**config.mk**
```make
export PLATFORM = sky130hd
export DESIGN_NAME = hsv_to_rgb_converter_unit
export DESIGN_NICKNAME = d
export VERILOG_FILES = /design/src/hsvrgb_pkg.sv /design/src/hsv_to_rgb_converter_unit.sv
export SDC_FILE = /design/constraint.sdc
export NUM_CORES = 1
export LEC_CHECK = 0
export ABC_AREA = 1
export BUFFER_PORTS_ARGS = -buffer_cell sky130_fd_sc_hd__buf_2
export CORE_AREA = 2 2 212 214
export CTS_BUF_LIST = sky130_fd_sc_hd__clkbuf_4
export CTS_CLUSTER_DIAMETER = 200
export DETAILED_ROUTE_END_ITERATION = 6
export DIE_AREA = 0 0 214 216
export HOLD_SLACK_MARGIN = 0.12
export PLACE_DENSITY = 0.68
export SETUP_SLACK_MARGIN = 0.5
export SLEW_MARGIN = 20
export SYNTH_ARGS = -nofsm -noshare
export SYNTH_HDL_FRONTEND = slang
export SYNTH_SLANG_ARGS = --single-unit
```
**constraint.sdc**
```tcl
create_clock -name clk -period 4.8 [get_ports clk]
set_input_delay 0.24 -clock clk [delete_from_list [all_inputs] [get_ports clk]]
set_output_delay 0.24 -clock clk [all_outputs]
set_load 0.005 [all_outputs]
```
**src/hsvrgb_pkg.sv**
```systemverilog
// hsv to rgb converter: shared widths, sector codes and the divide-by-255 helper
// no dependencies
package hsvrgb_pkg;

  localparam int HUE_W  = 11;
  localparam int CH_W   = 8;
  localparam int SEC_W  = 3;
  localparam int LVL_W  = 16;
  localparam int NUM_W  = 24;

  localparam logic [LVL_W-1:0] SECTOR_SCALE = 16'd65280;
  localparam logic [CH_W-1:0]  CH_MAX       = 8'd255;
  localparam logic [CH_W:0]    FRAC_ONE     = 9'd256;

  localparam logic [SEC_W-1:0] SECTOR_1 = 3'd1;
  localparam logic [SEC_W-1:0] SECTOR_2 = 3'd2;
  localparam logic [SEC_W-1:0] SECTOR_3 = 3'd3;
  localparam logic [SEC_W-1:0] SECTOR_4 = 3'd4;
  localparam logic [SEC_W-1:0] SECTOR_5 = 3'd5;

  // floor(x / 255) for x up to 65279, so that the result fits in 8 bits
  function automatic logic [CH_W-1:0] div255(input logic [LVL_W-1:0] x);
    logic [LVL_W:0] s;
    s = {1'b0, x} + 17'd1 + {9'd0, x[LVL_W-1:CH_W]};
    return s[LVL_W-1:CH_W];
  endfunction

endpackage

```
**src/hsv_to_rgb_converter_unit.sv**
```systemverilog
// hsv to rgb converter, three register stages, one pixel per clock when not stalled
// an accepted input beat passes through stage 1, stage 2 and the output register in turn
// one beat per cycle while out_stall does not hold the pipeline
// each stage holds its beat while the next is full and stalled; bubbles collapse
// reset: synchronous, clears all stage valid bits; payload registers are not reset
// depends on hsvrgb_pkg
module hsv_to_rgb_converter_unit (
  input  logic                               clk,
  input  logic                               rst,
  input  logic                               in_valid,
  output logic                               in_stall,
  input  logic [hsvrgb_pkg::HUE_W-1:0]       hue,
  input  logic [hsvrgb_pkg::CH_W-1:0]        saturation,
  input  logic [hsvrgb_pkg::CH_W-1:0]        brightness,
  output logic                               out_valid,
  input  logic                               out_stall,
  output logic [hsvrgb_pkg::CH_W-1:0]        red,
  output logic [hsvrgb_pkg::CH_W-1:0]        green,
  output logic [hsvrgb_pkg::CH_W-1:0]        blue
);

  logic en1, en2, en3;
  logic v1, v2;

  // stage 1 registers
  logic [hsvrgb_pkg::SEC_W-1:0] sec1;
  logic [hsvrgb_pkg::CH_W-1:0]  bri1;
  logic [hsvrgb_pkg::CH_W-1:0]  keep_p1;
  logic [hsvrgb_pkg::LVL_W-1:0] prod_q1;
  logic [hsvrgb_pkg::LVL_W-1:0] prod_t1;

  // stage 2 registers
  logic [hsvrgb_pkg::SEC_W-1:0] sec2;
  logic [hsvrgb_pkg::CH_W-1:0]  bri2;
  logic [hsvrgb_pkg::LVL_W-1:0] num_p2;
  logic [hsvrgb_pkg::NUM_W-1:0] num_q2;
  logic [hsvrgb_pkg::NUM_W-1:0] num_t2;

  logic [hsvrgb_pkg::CH_W-1:0]  frac;
  logic [hsvrgb_pkg::CH_W:0]    frac_inv;
  logic [hsvrgb_pkg::LVL_W-1:0] prod_t_full;
  logic [hsvrgb_pkg::LVL_W-1:0] keep_q, keep_t;
  logic [hsvrgb_pkg::CH_W-1:0]  lv_p, lv_q, lv_t;
  logic [hsvrgb_pkg::CH_W-1:0]  red_next, green_next, blue_next;

  assign en3      = !out_valid || !out_stall;
  assign en2      = !v2 || en3;
  assign en1      = !v1 || en2;
  assign in_stall = !en1;

  assign frac        = hue[hsvrgb_pkg::CH_W-1:0];
  assign frac_inv    = hsvrgb_pkg::FRAC_ONE - {1'b0, frac};
  assign prod_t_full = {7'd0, frac_inv} * {8'd0, saturation};

  always_ff @(posedge clk) begin
    if (rst) begin
      v1 <= 1'b0;
    end else if (en1) begin
      v1 <= in_valid;
    end
    if (en1) begin
      sec1    <= hue[hsvrgb_pkg::HUE_W-1:hsvrgb_pkg::CH_W];
      bri1    <= brightness;
      keep_p1 <= hsvrgb_pkg::CH_MAX - saturation;
      prod_q1 <= {8'd0, frac} * {8'd0, saturation};
      prod_t1 <= prod_t_full;
    end
  end

  assign keep_q = hsvrgb_pkg::SECTOR_SCALE - prod_q1;
  assign keep_t = hsvrgb_pkg::SECTOR_SCALE - prod_t1;

  always_ff @(posedge clk) begin
    if (rst) begin
      v2 <= 1'b0;
    end else if (en2) begin
      v2 <= v1;
    end
    if (en2) begin
      sec2   <= sec1;
      bri2   <= bri1;
      num_p2 <= {8'd0, bri1} * {8'd0, keep_p1};
      num_q2 <= {16'd0, bri1} * {8'd0, keep_q};
      num_t2 <= {16'd0, bri1} * {8'd0, keep_t};
    end
  end

  assign lv_p = hsvrgb_pkg::div255(num_p2);
  assign lv_q = hsvrgb_pkg::div255(num_q2[hsvrgb_pkg::NUM_W-1:hsvrgb_pkg::CH_W]);
  assign lv_t = hsvrgb_pkg::div255(num_t2[hsvrgb_pkg::NUM_W-1:hsvrgb_pkg::CH_W]);

  always_comb begin
    case (sec2)
      hsvrgb_pkg::SECTOR_1: begin
        red_next = lv_q;  green_next = bri2; blue_next = lv_p;
      end
      hsvrgb_pkg::SECTOR_2: begin
        red_next = lv_p;  green_next = bri2; blue_next = lv_t;
      end
      hsvrgb_pkg::SECTOR_3: begin
        red_next = lv_p;  green_next = lv_q; blue_next = bri2;
      end
      hsvrgb_pkg::SECTOR_4: begin
        red_next = lv_t;  green_next = lv_p; blue_next = bri2;
      end
      hsvrgb_pkg::SECTOR_5: begin
        red_next = bri2;  green_next = lv_p; blue_next = lv_q;
      end
      default: begin
        red_next = bri2;  green_next = lv_t; blue_next = lv_p;
      end
    endcase
  end

  always_ff @(posedge clk) begin
    if (rst) begin
      out_valid <= 1'b0;
    end else if (en3) begin
      out_valid <= v2;
    end
    if (en3) begin
      red   <= red_next;
      green <= green_next;
      blue  <= blue_next;
    end
  end

endmodule
```
==> impl_metrics.py, run 1 <==
metrics = {
    "drt": {
        "routed-wl-met3_um": 2350,
        "routed_wl_um": 57250,
        "wl_met2_um": 29180,
        "dr.pass1.iters": 5,
        "drc": 0,
        "via_per_inst": 5.139,
        "vias": 18700,
        "top_layer_used": "met4",
        "wl_met1_um": 24010,
        "first_iter_violations": 1125,
        "wl_per_cell_um": 15.73,
        "ant_nets": 0,
    },
    "worst_hold_path": {
        "hold_class": "in -> reg",
    },
    "synthesis": {
        "ys_ff_latch": 136,
        "ys_types": 54,
        "yosysSeqAreaShare_pct": 18.63,
        "ys.flop_type": "edfxtp_1",
        "synth_fp_nets": 3305,
        "synth_area_per_cell_um2": 7.828,
        "synth_area_leaders": "fa_1 26%, edfxtp_1 18%, ha_1 12%, nand2_1 11%, inv_1 11%",
        "netlist_area_um2": 21760,
        "ys_warn_count": 0,
        "synthCells": 2780,
        "synth_top_cell_by_area": "fa_1",
        "synth_edf_count": 133,
        "yosysTopAreaCellShare_pct": 25.67,
        "postSynth.asyncResetShare_pct": 0,
    },
    "critical_path": {
        "crit_path_end_kind": "flop",
        "worstPathRequired_ns": 5.24,
        "crit_buf_inv": 7,
        "crit_type": "reg -> reg",
        "critical_path.cell_chain": "inv_8 > buf_12 > ha_4 > nand4_1 > nor2_2 > nand3_4 > inv_4 > nand2_4 > nand2_4 > buf_6 > buf_6 > nor2_2 > fa_1 > fa_2 > fa_1 > fa_1 > ha_4 > nand2_4 > nor2_4 > inv_2 > nor3_4 > buf_4 > a21oi_2 > xnor2_1",
        "critical_path.top_delay_family": "adder cells",
        "cp_slowest_cell": "fa_2",
        "worstSetupStartpointType": "flop",
        "critPathArrivalTime_ns": 5.69,
        "reg2reg_slack_ns": -0.44,
        "cpPeakStageDelay_ns": 0.56,
        "cp_max_fo": 5,
    },
    "clocking": {
        "htree_levels": 4,
        "clk_latency_ns": 0.70,
        "cts_max_path_buffers": 2,
        "cts_buffers": 17,
        "clk_pin_slew_ns": 0.13,
        "cts_tree": "built",
        "cts_root_buf": "clkbuf_4",
        "cts.sinks": 136,
    },
    "final_layout": {
        "area_growth_pct": 22.48,
        "drive_gt1_share_pct": 22.51,
        "final_cell_mix": "569 x nand2_1, 567 x inv_1, 264 x fa_1",
        "final_util_pct": 60.80,
        "nets": 3555,
        "layout_commonest_cell": "nand2_1",
        "fill_cells": 3670,
    },
    "placed_design": {
        "place.gp.congestion": 0.9443,
        "io_buffers": 56,
        "post-dp-hpwl_um": 45430,
    },
    "floorplanning": {
        "io_pins": 57,
        "num_rows": 77,
        "die_w_um": 214,
        "dieArea_um2": 46220,
        "die_y_um": 216,
        "initial_core_util_pct": 49.64,
        "fp.coreArea_um2": 43840,
    },
    "sta": {
        "finalCritPeriodShare_pct": 109.3,
        "skew_ns": 0.04163,
        "finalSetupTns_ns": -7.169,
        "setup_viol": 28,
        "drv_slew": 0,
        "hold_viol": 0,
        "fmax_mhz": 190.7,
        "finalWorstSetupSlack_ns": -0.4447,
        "period_needed_ns": 5.245,
        "rsz0062_at_grt": "true",
        "slew_headroom_pct": 33.47,
        "tightestPinTransition_ns": 0.9956,
    },
    "global_route": {
        "grt_pass1_vias": 19390,
        "grt_max_degree": 61,
        "track_usage_pct": 25.13,
        "grt_pass1_wl_um": 93810,
        "grt_overflow": 0,
        "grt_antenna_before_repair": 2,
    },
    "job": {
        "cap_violations": 0,
    },
    "status": {
        "status": "complete, but fails checks",
        "failed_checks": "negative setup slack",
    },
}
-- through the flow --
step / worst slack (ns) / hold WS, ns / cells / instance area [um2]
6_report: -0.4447 / 0.1833 / 3639 / 26650
5_1_grt: -0.6409 / 0.1569 / 3637 / 26650
4_1_cts: -0.2240 / 0.1344 / 3610 / 25850
3_5_place_dp: -0.2630 / 0.4122 / 3532 / 24530
3_3_place_gp: -0.1862 / 0.4098 / 3532 / 24530
2_1_floorplan: 0.0003380 / 0.3091 / 2780 / 22480
-- state kept, by name, indices dropped and copies added (netlist names) --
name and flops:
blue 8, bri1 8, bri2 8, green 8, keep_p1 8, num_p2 16
num_q2 16, num_t2 16, out_valid 1, prod_q1 16, prod_t1 15, red 8
sec1 3, sec2 3, v1 1, v2 1
-- cell usage after synthesis (7+ instances only) --
library cell  count
nand2_1         645
inv_1           611
nor2_1          280
fa_1            279
ha_1            215
nand3_1         147
edfxtp_1        133
a21oi_1          93
clkbuf_1         46
xor2_1           43
o21ai_0          42
nand4_1          39
xnor2_1          26
nor3_1           25
inv_2            16
nand3b_1         12
nor2_2           12
a21o_1           10
buf_2            10
o21ai_1           8
o21bai_1          7
-- layout make-up --
| type | instances | area, um2 | share of cell area, % |
|---|---|---|---|
| antenna | 4 | 10.01 | 0.03756 |
| clock buffer | 18 | 135.1 | 0.5070 |
| clock inverter | 14 | 150.1 | 0.5634 |
| inverter | 632 | 2386 | 8.953 |
| multi-input combinational | 1947 | 16840 | 63.17 |
| sequential | 136 | 4054 | 15.21 |
| tap | 592 | 740.7 | 2.779 |
| timing repair buffer | 296 | 2340 | 8.779 |
-- final timing paths --
kind                                     from    endpoint  cells after the start
worst min-delay path            saturation[1]  keep_p1[1]                      2
worst max-delay path               prod_q1[0]  num_q2[14]                     24
worst max register to register     prod_q1[0]  num_q2[14]                     24
worst min register to register        sec1[0]     sec2[0]                      0
-- per-layer routing --
metal	GRT usage, %	vias up
li1	-	9022
met1	30.15	9029
met2	45.89	535
met3	3.030	115
met4	9.837	0
met5	0	-
-- what timing repair did --
item / CTS / global route
endpoints found under the setup margin: 36 / 39
cloned: 0 / 0
gates resized for setup: 154 / 162
pin swaps: 101 / 136
endpoints found under the hold margin: 18 / 0
buffers inserted: 28 / 25
hold buffers: 18 / 0
-- kinds of logic (layout without fill, tap and decap cells) --
group | Yosys count | in the layout | share of synthesized area [%]
AO/OA/AOI/OAI | 178 | 178 | 4.508
XOR/XNOR | 76 | 76 | 3.352
adder cells (fa/ha/maj) | 494 | 494 | 38.03
buffers and inverters | 697 | 960 | 12.15
flip-flops | 136 | 136 | 18.63
other | 0 | 4 | 0
AND/OR/NAND/NOR | 1199 | 1199 | 23.33
Power of run 1 is left out: the tool's default activity adds up to more than one toggle a clock period on the data nets, which glitch-free logic cannot reach.
==> run 2, diff against run 1 <==
--- a/config.mk
+++ b/config.mk
@@ -14,6 +14,7 @@
 export DIE_AREA = 0 0 214 216
 export HOLD_SLACK_MARGIN = 0.12
 export PLACE_DENSITY = 0.68
+export REMOVE_ABC_BUFFERS = 1
 export SETUP_SLACK_MARGIN = 0.5
 export SLEW_MARGIN = 20
 export SYNTH_ARGS = -nofsm -noshare
==> run 2 against run 1 <==
Net effect:
- the run still ends with negative setup slack left
- routed wire length is 3.0% higher
- via count rose by 1.7%
- maximum frequency grew 4.0%
- cell count is 1.2% higher
- critical path depth increased by 1
- global-route usage up 0.87 points
- first-iteration DRC count decreased by 0.80%
- hold slack improved by 0.0041 ns
- non-clock buffer count up 47
- clock skew shrank 0.021 ns
==> impl_metrics.py, run 2 (synthesis results as in run 1) <==
metrics = {
    "placed_design": {
        "io_buffers": 56,
        "placed_area_um2": 24070,
        "pre_cts_ws_ns": -0.4480,
        "post-dp-hpwl_um": 47020,
        "placed_cells": 3562,
        "place.gp.congestion": 0.9525,
    },
    "sta": {
        "finalWorstSetupSlack_ns": -0.2409,
        "hold_viol": 0,
        "setup_viol": 22,
        "fmax_mhz": 198.4,
        "tightestPinTransition_ns": 1.132,
        "rsz0062_at_grt": "true",
        "finalCritPeriodShare_pct": 105.0,
        "period_needed_ns": 5.041,
        "slew_headroom_pct": 23.96,
        "skew_ns": 0.02054,
        "drv_slew": 0,
    },
    "floorplanning": {
        "fp.coreArea_um2": 43840,
        "initial_core_util_pct": 49.64,
        "io_pins": 57,
        "die_y_um": 216,
        "num_rows": 77,
        "die_w_um": 214,
        "dieArea_um2": 46220,
    },
    "clocking": {
        "cts.sinks": 136,
        "cts_max_path_buffers": 2,
        "cts_tree": "built",
        "cts_root_buf": "clkbuf_4",
        "cts_buffers": 17,
        "clk_pin_slew_ns": 0.12,
        "htree_levels": 4,
        "clk_latency_ns": 0.72,
    },
    "drt": {
        "ant_nets": 0,
        "vias": 19020,
        "via_per_inst": 5.164,
        "first_iter_violations": 1116,
        "dr.pass1.iters": 5,
        "routed_wl_um": 58990,
        "drc": 0,
        "wl_per_cell_um": 16.02,
    },
    "critical_path": {
        "worstSetupStartpointType": "flop",
        "cp_max_fo": 4,
        "crit_path_end_kind": "flop",
        "worstPathRequired_ns": 5.28,
        "crit_type": "reg -> reg",
        "reg2reg_slack_ns": -0.24,
        "rr_worst_depth": 25,
        "critPathArrivalTime_ns": 5.53,
    },
    "status": {
        "status": "complete, but fails checks",
        "failed_checks": "negative setup slack",
    },
    "final_layout": {
        "nets": 3602,
        "final_cell_mix": "576 x inv_1, 573 x nand2_1, 268 x fa_1",
        "final_util_pct": 61.55,
        "fin_area_um2": 26980,
        "area_growth_pct": 23.98,
        "drive_gt1_share_pct": 22.88,
        "layout_commonest_cell": "inv_1",
        "final_cells": 3683,
    },
    "worst_hold_path": {
        "hold_depth": 5,
        "hold_class": "in -> reg",
    },
    "global_route": {
        "grt_overflow": 0,
        "grt_pass1_wl_um": 96030,
        "track_usage_pct": 26.00,
        "grt_pass1_vias": 19830,
        "grt_max_degree": 61,
        "grt_antenna_before_repair": 1,
    },
    "job": {
        "cap_violations": 0,
    },
}
## run 2: repair_timing
action | CTS | global route
setup endpoints to repair | 38 | 45
gates resized for setup | 299 | 145
buffers inserted | 36 | 30
hold endpoints to repair | 24 | 0
pin swaps | 111 | 88
hold buffers | 22 | 0
gates cloned | 0 | 0
## run 2: layer usage
layer | GRT usage [%] | up-vias | share of wire, %
met4 | 13.29 | 0 | 4.7
met5 | 0 | - | 0
met3 | 3.185 | 155 | 4.0
met2 | 46.41 | 506 | 51
met1 | 30.86 | 9248 | 40
li1 | - | 9110 | -
## run 2: path summary, 6_finish.rpt
kind | from | end
setup / recovery | prod_q1[0] | num_t2[18]
hold / removal | hue[1] | prod_q1[1]
setup reg to reg | prod_q1[0] | num_t2[18]
hold reg to reg | sec1[1] | sec2[1]
## run 2: per-stage QoR
| stage | hold slack [ns] | TNS (ns) |
|---|---|---|
| after floorplan | 0.3091 | -3.970 |
| after global placement | 0.4179 | -6.960 |
| after detailed placement | 0.4144 | -9.369 |
| after CTS | 0.1328 | -1.432 |
| after global routing | 0.1705 | -9.629 |
| final | 0.1874 | -3.158 |
## run 2: final cells by class
cell class,count,area (um2)
fillers,3740,16860
multi-input cells,1947,16760
flip-flops and latches,136,4054
repair buffers,343,2718
inverters,632,2384
well taps,592,740.7
clock inverters,13,178.9
clock buffers,19,142.6
diodes,1,2.502
## run 2: worst max-delay path, cell delays in order, from the launching register on
cell	delay (ns)
edfxtp_1	0.44
inv_4	0.11
ha_4	0.13
nand4_1	0.12
nor2_2	0.18
nand3_2	0.13
inv_1	0.10
or2_1	0.13
nand2_2	0.09
inv_2	0.07
nand2_1	0.07
fa_1	0.53
inv_2	0.04
fa_2	0.42
fa_1	0.50
inv_1	0.05
fa_1	0.51
inv_2	0.05
ha_4	0.33
nand2_4	0.09
nor4_4	0.26
nand2_1	0.12
nand2_2	0.13
nand2_2	0.09
nand3_2	0.07
nand2_1	0.05
Power of run 2 is left out for the same reason.
